[src/rtl/uartbq_pkg.sv]
package uartbq_pkg;

    localparam int RING_DEPTH = 128;
    localparam int PTR_W      = $clog2(RING_DEPTH);
    localparam int CNT_OUT_W  = 7;
    // wide enough for a full count and for the seven reported bits
    localparam int CALC_W     = (PTR_W + 1 > CNT_OUT_W) ? PTR_W + 1 : CNT_OUT_W;

    typedef logic [PTR_W-1:0]     t_ptr;
    typedef logic [CALC_W-1:0]    t_calc;
    typedef logic [CNT_OUT_W-1:0] t_cnt;

    typedef enum logic [2:0] {
        MODE_SEND    = 3'd0,
        MODE_READ    = 3'd1,
        MODE_LINE_RX = 3'd2,
        MODE_TX_TICK = 3'd3,
        MODE_FLUSH   = 3'd4
    } t_mode;

    // event outcome waiting for the ring read data
    typedef struct packed {
        logic       accepted;
        logic       read_valid;
        logic       line_valid;
        logic       line_from_ring;
        logic [7:0] line_byte;
        logic       rx_dropped;
        t_cnt       rx_count;
        t_cnt       tx_free;
        logic       tx_busy;
    } t_s1;

    typedef struct packed {
        logic       accepted;
        logic       read_valid;
        logic [7:0] read_byte;
        logic       line_valid;
        logic [7:0] line_byte;
        logic       rx_dropped;
        t_cnt       rx_count;
        t_cnt       tx_free;
        logic       tx_busy;
    } t_result;

    function automatic t_ptr ptr_next(input t_ptr p);
        t_ptr n;
        n = (p == t_ptr'(RING_DEPTH - 1)) ? '0 : t_ptr'(p + 1'b1);
        return n;
    endfunction

    function automatic t_calc ring_count(input t_ptr w, input t_ptr r);
        t_calc c;
        if (w >= r) begin
            c = t_calc'(w) - t_calc'(r);
        end else begin
            c = t_calc'(w) + t_calc'(RING_DEPTH) - t_calc'(r);
        end
        return c;
    endfunction

endpackage

[src/rtl/uartbq_ring_ram.sv]
module uartbq_ring_ram #(
    parameter int DEPTH  = 128,
    parameter int DATA_W = 8
) (
    input  logic                     i_clk,
    input  logic                     i_wr_en,
    input  logic [$clog2(DEPTH)-1:0] i_wr_addr,
    input  logic [DATA_W-1:0]        i_wr_data,
    input  logic                     i_rd_en,
    input  logic [$clog2(DEPTH)-1:0] i_rd_addr,
    output logic [DATA_W-1:0]        o_rd_data
);

    logic [DATA_W-1:0] mem [DEPTH];
    logic [DATA_W-1:0] r_rd_data;

    always_ff @(posedge i_clk) begin
        if (i_wr_en) begin
            mem[i_wr_addr] <= i_wr_data;
        end
    end

    // read data holds until the next enabled read
    always_ff @(posedge i_clk) begin
        if (i_rd_en) begin
            r_rd_data <= mem[i_rd_addr];
        end
    end

    assign o_rd_data = r_rd_data;

endmodule

[src/rtl/uart_buffered_byte_queues.sv]
// byte queues between a host and a serial line: a receive ring and a transmit
// ring in two synchronous memories, each holding up to RING_DEPTH-1 bytes
// input channel: i_valid / o_stall carry one event word (i_mode, i_data_byte);
// mode 0 host send, 1 host read, 2 byte from the line, 3 transmitter-empty
// tick, 4 flush of the receive ring, other codes only report the counts
// output channel: o_valid / i_stall carry one result word per event, with the
// flags of the event and the receive count, transmit free space and busy flag
// an accepted event goes through the read stage, for the ring memory read, and
// then the output register before o_valid
// with i_stall low, throughput is one event per cycle; pointers live in
// registers and each event does one read or write at most on one ring memory
// when i_stall holds the output register, the event behind it waits in the
// read stage and o_stall rises until the output is taken
// reset clears the pointers, the busy flag and both valid stages; the ring
// memories are not cleared and no clearing pass is needed
module uart_buffered_byte_queues (
    input  logic       i_clk,
    input  logic       i_rst_n,
    input  logic       i_valid,
    output logic       o_stall,
    input  logic [2:0] i_mode,
    input  logic [7:0] i_data_byte,
    output logic       o_valid,
    input  logic       i_stall,
    output logic       o_accepted,
    output logic       o_read_valid,
    output logic [7:0] o_read_byte,
    output logic       o_line_valid,
    output logic [7:0] o_line_byte,
    output logic       o_rx_dropped,
    output logic [6:0] o_rx_count,
    output logic [6:0] o_tx_free,
    output logic       o_tx_busy
);

    import uartbq_pkg::*;

    t_ptr    r_rx_wp, r_rx_rp, r_tx_wp, r_tx_rp;
    t_ptr    n_rx_wp, n_rx_rp, n_tx_wp, n_tx_rp;
    logic    r_tx_active, n_tx_active;
    logic    r_s1_valid;
    t_s1     r_s1, n_s1;
    logic    r_out_valid;
    t_result r_out;

    logic    accept_in;
    logic    s1_adv;
    logic    rx_we, rx_re, tx_we, tx_re;
    t_calc   rx_cnt_full, tx_free_full;
    logic [7:0] rx_rdata, tx_rdata;

    assign s1_adv    = r_s1_valid && (!r_out_valid || !i_stall);
    assign o_stall   = r_s1_valid && !s1_adv;
    assign accept_in = i_valid && !o_stall;

    // event decode: pointer updates and ring accesses
    always_comb begin
        n_rx_wp     = r_rx_wp;
        n_rx_rp     = r_rx_rp;
        n_tx_wp     = r_tx_wp;
        n_tx_rp     = r_tx_rp;
        n_tx_active = r_tx_active;
        rx_we       = 1'b0;
        rx_re       = 1'b0;
        tx_we       = 1'b0;
        tx_re       = 1'b0;
        n_s1        = '0;
        unique case (t_mode'(i_mode))
            MODE_SEND: begin
                if (r_tx_wp == r_tx_rp && !r_tx_active) begin
                    // ring empty and line idle: straight to the line
                    n_s1.line_valid = 1'b1;
                    n_s1.line_byte  = i_data_byte;
                    n_s1.accepted   = 1'b1;
                    n_tx_active     = 1'b1;
                end else if (ptr_next(r_tx_wp) != r_tx_rp) begin
                    tx_we         = 1'b1;
                    n_tx_wp       = ptr_next(r_tx_wp);
                    n_s1.accepted = 1'b1;
                end
            end
            MODE_READ: begin
                if (r_rx_wp != r_rx_rp) begin
                    rx_re           = 1'b1;
                    n_s1.read_valid = 1'b1;
                    n_rx_rp         = ptr_next(r_rx_rp);
                end
            end
            MODE_LINE_RX: begin
                if (ptr_next(r_rx_wp) != r_rx_rp) begin
                    rx_we   = 1'b1;
                    n_rx_wp = ptr_next(r_rx_wp);
                end else begin
                    n_s1.rx_dropped = 1'b1;
                end
            end
            MODE_TX_TICK: begin
                if (r_tx_active) begin
                    if (r_tx_wp == r_tx_rp) begin
                        n_tx_active = 1'b0;
                    end else begin
                        tx_re               = 1'b1;
                        n_s1.line_valid     = 1'b1;
                        n_s1.line_from_ring = 1'b1;
                        n_tx_rp             = ptr_next(r_tx_rp);
                    end
                end
            end
            MODE_FLUSH: begin
                n_rx_wp = '0;
                n_rx_rp = '0;
            end
            default: begin
            end
        endcase
        rx_cnt_full  = ring_count(n_rx_wp, n_rx_rp);
        tx_free_full = t_calc'(RING_DEPTH - 1) - ring_count(n_tx_wp, n_tx_rp);
        n_s1.rx_count = rx_cnt_full[CNT_OUT_W-1:0];
        n_s1.tx_free  = tx_free_full[CNT_OUT_W-1:0];
        n_s1.tx_busy  = n_tx_active;
    end

    uartbq_ring_ram #(
        .DEPTH  (RING_DEPTH),
        .DATA_W (8)
    ) u_rx_ram (
        .i_clk     (i_clk),
        .i_wr_en   (accept_in && rx_we),
        .i_wr_addr (r_rx_wp),
        .i_wr_data (i_data_byte),
        .i_rd_en   (accept_in && rx_re),
        .i_rd_addr (r_rx_rp),
        .o_rd_data (rx_rdata)
    );

    uartbq_ring_ram #(
        .DEPTH  (RING_DEPTH),
        .DATA_W (8)
    ) u_tx_ram (
        .i_clk     (i_clk),
        .i_wr_en   (accept_in && tx_we),
        .i_wr_addr (r_tx_wp),
        .i_wr_data (i_data_byte),
        .i_rd_en   (accept_in && tx_re),
        .i_rd_addr (r_tx_rp),
        .o_rd_data (tx_rdata)
    );

    always_ff @(posedge i_clk) begin
        if (!i_rst_n) begin
            r_rx_wp     <= '0;
            r_rx_rp     <= '0;
            r_tx_wp     <= '0;
            r_tx_rp     <= '0;
            r_tx_active <= 1'b0;
            r_s1_valid  <= 1'b0;
            r_out_valid <= 1'b0;
        end else begin
            if (accept_in) begin
                r_rx_wp     <= n_rx_wp;
                r_rx_rp     <= n_rx_rp;
                r_tx_wp     <= n_tx_wp;
                r_tx_rp     <= n_tx_rp;
                r_tx_active <= n_tx_active;
            end
            if (accept_in) begin
                r_s1_valid <= 1'b1;
            end else if (s1_adv) begin
                r_s1_valid <= 1'b0;
            end
            if (s1_adv) begin
                r_out_valid <= 1'b1;
            end else if (!i_stall) begin
                r_out_valid <= 1'b0;
            end
        end
    end

    always_ff @(posedge i_clk) begin
        if (accept_in) begin
            r_s1 <= n_s1;
        end
        if (s1_adv) begin
            r_out.accepted   <= r_s1.accepted;
            r_out.read_valid <= r_s1.read_valid;
            r_out.read_byte  <= r_s1.read_valid ? rx_rdata : 8'h00;
            r_out.line_valid <= r_s1.line_valid;
            r_out.line_byte  <= r_s1.line_from_ring ? tx_rdata : r_s1.line_byte;
            r_out.rx_dropped <= r_s1.rx_dropped;
            r_out.rx_count   <= r_s1.rx_count;
            r_out.tx_free    <= r_s1.tx_free;
            r_out.tx_busy    <= r_s1.tx_busy;
        end
    end

    assign o_valid      = r_out_valid;
    assign o_accepted   = r_out.accepted;
    assign o_read_valid = r_out.read_valid;
    assign o_read_byte  = r_out.read_byte;
    assign o_line_valid = r_out.line_valid;
    assign o_line_byte  = r_out.line_byte;
    assign o_rx_dropped = r_out.rx_dropped;
    assign o_rx_count   = r_out.rx_count;
    assign o_tx_free    = r_out.tx_free;
    assign o_tx_busy    = r_out.tx_busy;

endmodule
[config.mk]
export PLATFORM = sky130hd
export DESIGN_NAME = uart_buffered_byte_queues
export DESIGN_NICKNAME = d
export VERILOG_FILES = /design/src/rtl/uartbq_pkg.sv /design/src/rtl/uartbq_ring_ram.sv /design/src/rtl/uart_buffered_byte_queues.sv
export SDC_FILE = /design/constraint.sdc
export NUM_CORES = 2
export LEC_CHECK = 0
export BUFFER_PORTS_ARGS = -buffer_cell sky130_fd_sc_hd__buf_2
export CAP_MARGIN = 10
export CORE_MARGIN = 2
export CORE_UTILIZATION = 35
export CTS_CLUSTER_DIAMETER = 200
export DETAILED_ROUTE_END_ITERATION = 8
export GPL_TIMING_DRIVEN = 1
export HOLD_SLACK_MARGIN = 0.12
export MAX_ROUTING_LAYER = met4
export PLACE_DENSITY_LB_ADDON = 0.05
export SLEW_MARGIN = 30
export SYNTH_ARGS = -nofsm -noshare
export SYNTH_HDL_FRONTEND = slang
export SYNTH_SLANG_ARGS = --single-unit
[constraint.sdc]
create_clock -name i_clk -period 10.6 [get_ports i_clk]
set_input_delay 2.12 -clock i_clk [delete_from_list [all_inputs] [get_ports i_clk]]
set_output_delay 2.12 -clock i_clk [all_outputs]
set_load 0.03 [all_outputs]
* Yosys cells after proc, flatten, opt, wreduce, memory -nomap -nowiden *
Memories as Yosys holds them, arrays and structs flattened. A register that Yosys moved wholly into a read port is not among the register bits.
Index checks and enable logic that the tools add are counted.

word-level totals
  output and inout bits = 37
  register bits = 94
  bits in writable memories = 2048
  memories = 2

memory list
  name          words  width  read ports  clocked after Yosys merged registers in  write ports  line                   text
  u_rx_ram.mem  128    8      1           1                                        1            uartbq_ring_ram.sv:14  logic [DATA_W-1:0] mem [DEPTH];
  u_tx_ram.mem  128    8      1           1                                        1            uartbq_ring_ram.sv:14

cells by class
  $add $sub $neg = 11
  multiplexer cells = 43
  order comparisons = 2
  reductions and logical operators = 18
  eq/ne operators = 13

operator list
  cell                                                                      number
  7-bit 2-to-1 mux                                                          14
  7-bit by 1-bit adder with 7-bit output (second input constant)            6
  7-bit equality test (second input constant)                               4
  7-bit one-hot mux with 2 select lines                                     2
  7-bit subtractor                                                          4
  1-bit 2-to-1 mux                                                          22
  7-bit inequality test                                                     3
  7-bit greater-or-equal comparator                                         2
  1-bit logical AND                                                         8
  8-bit 2-to-1 mux                                                          1
  7-bit equality test                                                       1
  7-bit subtractor (first input constant)                                   1
  3-bit by 2-bit equality test with 1-bit output (second input constant)    2
  1-bit logical NOT                                                         5
  2-bit 2-to-1 mux                                                          2
  1-bit one-hot mux with 2 select lines                                     2
  2-bit AND reduction                                                       2
  3-bit by 1-bit equality test with 1-bit output (second input constant)    1
  3-bit equality test (second input constant)                               1
  3-bit logical NOT                                                         1
  2-bit by 1-bit inequality test with 1-bit output (second input constant)  1
  2-bit nonzero test                                                        1
  1-bit logical OR                                                          1

* Depth between registers and ports, before layout *
  depth in word-level cells = 10
  depth in mapped cells = 19
  gate-level depth less buffers = 18

* Cells and area by module *
A second synthesis with hierarchy kept.

second synthesis, totals
  cell total of the unflattened synthesis = 3793
  area, all modules = 84797.6 µm²

by module, submodules not included
  module                     times used  area an instance (µm²)  cells each
  uartbq_ring_ram            2           39745.6                 1635
  uart_buffered_byte_queues  1           5306.3                  523

* Worst setup path after synthesis *
No wires, ideal clock.

  kind = input-to-reg
  start point = in i_stall
  end point = reg r_out (netlist bit o_accepted), enable pin
  data arrival time = 4712 ps
  library setup time = 481 ps
  slack = 5408 ps
  buffers on the path = 0
  stages on the path = 1
  cell sequence = a21boi_0

between the ends
  word-level cells in the longest chain between the ends = 3

ends and longest elaborated chain
  item                line                             text
  start: declaration  uart_buffered_byte_queues.sv:24  input logic i_stall,
  1-bit logical NOT   --
  1-bit logical OR    uart_buffered_byte_queues.sv:52  assign s1_adv = r_s1_valid && (!r_out_valid || !i_stall);
  1-bit logical AND   uart_buffered_byte_queues.sv:52
  end: declaration    uart_buffered_byte_queues.sv:44  t_result r_out;

Every way passes these cells.
A chain may end at the register's enable or synchronous reset.

* Worst setup path in the final report *
  start point = reg r_rx_rp[2]
  end point = mem u_rx_ram.mem[104][1], enable pin

between the ends
  word-level cells in the longest chain between the ends = 6

ends and longest elaborated chain
  item                                    line                              text
  start: declaration                      uart_buffered_byte_queues.sv:38   t_ptr r_rx_wp, r_rx_rp, r_tx_wp, r_tx_rp;
  start signal: assignment                uart_buffered_byte_queues.sv:161  r_rx_rp <= n_rx_rp;
  7-bit inequality test                   uart_buffered_byte_queues.sv:90   if (ptr_next(r_rx_wp) != r_rx_rp) begin
  1-bit 2-to-1 mux                        uart_buffered_byte_queues.sv:90
  1-bit 2-to-1 mux                        uart_buffered_byte_queues.sv:68   unique case (t_mode'(i_mode))
  1-bit logical AND                       uart_buffered_byte_queues.sv:128  .i_wr_en (accept_in && rx_we),
  1-bit 2-to-1 mux                        uartbq_ring_ram.sv:18             if (i_wr_en) begin
  1-bit 2-to-1 mux (implied by the code)  uartbq_ring_ram.sv:19             mem[i_wr_addr] <= i_wr_data;
  end: declaration                        uartbq_ring_ram.sv:14

Every way passes these cells.

==> metrics.txt <==
post-route ant nets=0; Slew Limit Fails=0; total clock sinks=2158; Post-Place Cell Area=0.08967 sq mm; Non-Filler Instances=7435; Seq cells post-synth=2158; Slowest cell on crit path=dfxtp_4; Synth cell types=62; worst relative slew slack=32.28%; mean area per synthesized cell=22.26 sq um; dominant cells by area after synthesis=edfxtp_1 75%, mux4_2 18%, nor2_1 0.87%; Post-synth EDFFs=2127; Pwr Total=0.01795 W; status=complete, no violations; clk slew on worst S/H paths=0.06 ns; Top cell by count, worst path=buf_4; first-pass GRT wire length=324700 um; Pleak=28.96 nW; Resized cells post-CTS=0; clk_skew=0.03195 ns; maximum number of pins on one net before global-route repair=159; Iter 0 DRT Violations=3574; peak supply drop=0.0001630 V; share of the synthesized area in the top cell type=75.18%; # setup viols final=0; Post-route DRC=0; worst slew pin tran=1.016 ns; nets@finish=4084; GRT overflow=0; cell taking the most area after synthesis=edfxtp_1; minimum clock period=5.033 ns; TNS Setup=0 ns; Placed Cells incl. Taps=6994; routed wire length=230000 um; share of layout cells above drive strength 1=30.02%; critical path arrival=5.51 ns; # port buffers=51; max-cap check violation count=0; Setup WS pre-CTS=4.769 ns; CP Cell Sequence=buf_4 > nand3_1 > a31oi_2 > nor4b_4 > a21o_2 > nor2_2 > nand3b_1 > buf_4 > nor2_1; Avg WL per Cell=30.94 um; cell count after synthesis=3817; CP required=11.08 ns; initial antenna violation count=26; CP Launch Type=flip-flop; top-count cell post-synth=edfxtp_1; RSZ-0062 raised after global routing=no; Crit Path Class=reg2reg; CORE AREA=0.2410 sq mm; Worst setup EP type=flip-flop; area growth from synthesis to layout=14.42%; FP Rows=180; final instance area=0.09721 sq mm; commonest cells in the netlist=2127 x edfxtp_1, 672 x mux4_2, 197 x nor2_1; CTS tree=yes; Final period util=47.48%; post-CTS setup buffers=0; CTS Hold Bufs=0; clock latency on the worst-skew pair=0.86 ns; total number of vias=39360; Post-synth ARST share=0%; Crit Path Max Fanout=53; Die ar.=0.2467 sq mm; I/O pin count=52; vias in the first global route=40930; DRT Pass-1 Iters=7; post-synth design cell area=0.08495 sq mm; Num CTS Buffers=235; Main synth FF type=edfxtp_1; Syn Nets=3850; Initial Util=35.25%; post-route setup slack=5.567 ns; Ys Warns=0; routed vias/inst=5.294; Die Wd=496.7 um; critical path's top delay family=simple AND/OR/NAND/NOR gates; Seq/Total Area, Yosys=75.91%; fmax=198.7 MHz; gr usage total=19.25%; HP Class=reg2reg; crit-path max cell delay=0.89 ns; Final Hold Fails=0; CTS max path bufs=3; Die Height=496.7 um; Clock Tree Root=clkbuf_16; H-tree depth reported by CTS=4; Bufs and invs on worst path=2; power per cell area=184.7 mW/mm^2; gpl congestion=0.7694; DPL Wire Length=135200 um
==> cells by family (layout without fill, tap and decap cells) <==
| group | after synthesis | after routing | synth area share, % |
|---|---|---|---|
| mux | 703 | 703 | 18.22 |
| buf+inv | 249 | 676 | 1.340 |
| flops | 2158 | 2158 | 75.91 |
| other cells | 0 | 6 | 0 |
| xor+xnor | 42 | 42 | 0.4330 |
| compound gates | 122 | 122 | 0.8911 |
| fa+ha+maj | 18 | 18 | 0.2828 |
| simple gates | 525 | 525 | 2.921 |
==> through the flow <==
stage / hold slack, ns / utilization (%)
after floorplan: 0.4003 / -
after CTS: 0.4063 / 40.27
after global routing: 0.4173 / 40.33
after global placement: 0.4059 / 37.18
after detailed placement: 0.4045 / 37.21
final: 0.4016 / 40.34
==> worst register-to-register path, cell delays in order (launching register included) <==
cell      delay, ns
dfxtp_4        0.89
buf_4          0.80
nand3_1        0.19
a31oi_2        0.29
nor4b_4        0.09
a21o_2         0.31
nor2_2         0.41
nand3b_1       0.58
buf_4          0.47
nor2_1         0.65
==> cells in the final DEF (no fill, tap or decap), types with 30 or more instances in the layout <==
master,n
nand2_1,65
a21oi_1,44
buf_4,164
clkbuf_16,244
nor2_1,192
edfxtp_1,2127
clkinv_1,70
buf_2,43
clkinv_2,34
nor3_1,118
mux4_2,672
clkbuf_1,57
o21ai_0,30
nand3_1,30
==> sequential cells by signal, summed over array words and instances, names as in the netlist, 7 cells and up <==
register / flops
o_line_byte: 8
o_read_byte: 8
o_rx_count: 7
o_tx_free: 7
r_rx_rp: 7
r_rx_wp: 7
r_s1: 28
r_tx_rp: 7
r_tx_wp: 7
u_rx_ram.mem: 1024
u_rx_ram.o_rd_data: 8
u_tx_ram.mem: 1024
u_tx_ram.o_rd_data: 8
==> where the power goes <==
part           internal [W]  switching (W)  total [W]
clock               0.00457        0.00332    0.00789
combinational      0.000227       0.000409   0.000635
sequential          0.00939      0.0000307    0.00942
==> cell type report <==
class	instances	area (sq um)
Fill cell	21300	143800
Sequential cell	2158	64520
Multi-Input combinational cell	1410	19420
Clock buffer	301	6320
Tap cell	3185	3985
Timing Repair Buffer	229	1841
Clock inverter	129	1042
Inverter	17	63.81
Antenna cell	6	15.01
==> path summary, 6_finish.rpt <==
check              from                   end  slack (ns)  depth (start not counted)
max reg2reg  r_rx_rp[2]  u_rx_ram.mem[104][1]        5.57                          9
max          r_rx_rp[2]  u_rx_ram.mem[104][1]        5.57                          9
min             r_s1[4]          o_tx_free[3]        0.40                          0
min reg2reg     r_s1[4]          o_tx_free[3]        0.40                          0
==> routing by layer <==
layer / vias to the layer above / global-route usage, % / part of all wire (%)
li1: 16640 / - / -
met1: 21530 / 27.08 / 45
met2: 930 / 29.89 / 48
met3: 264 / 2.752 / 4.4
met4: 0 / 4.229 / 1.9
met5: - / - / 0
No activity file was read; power rests on OpenSTA's default activity.
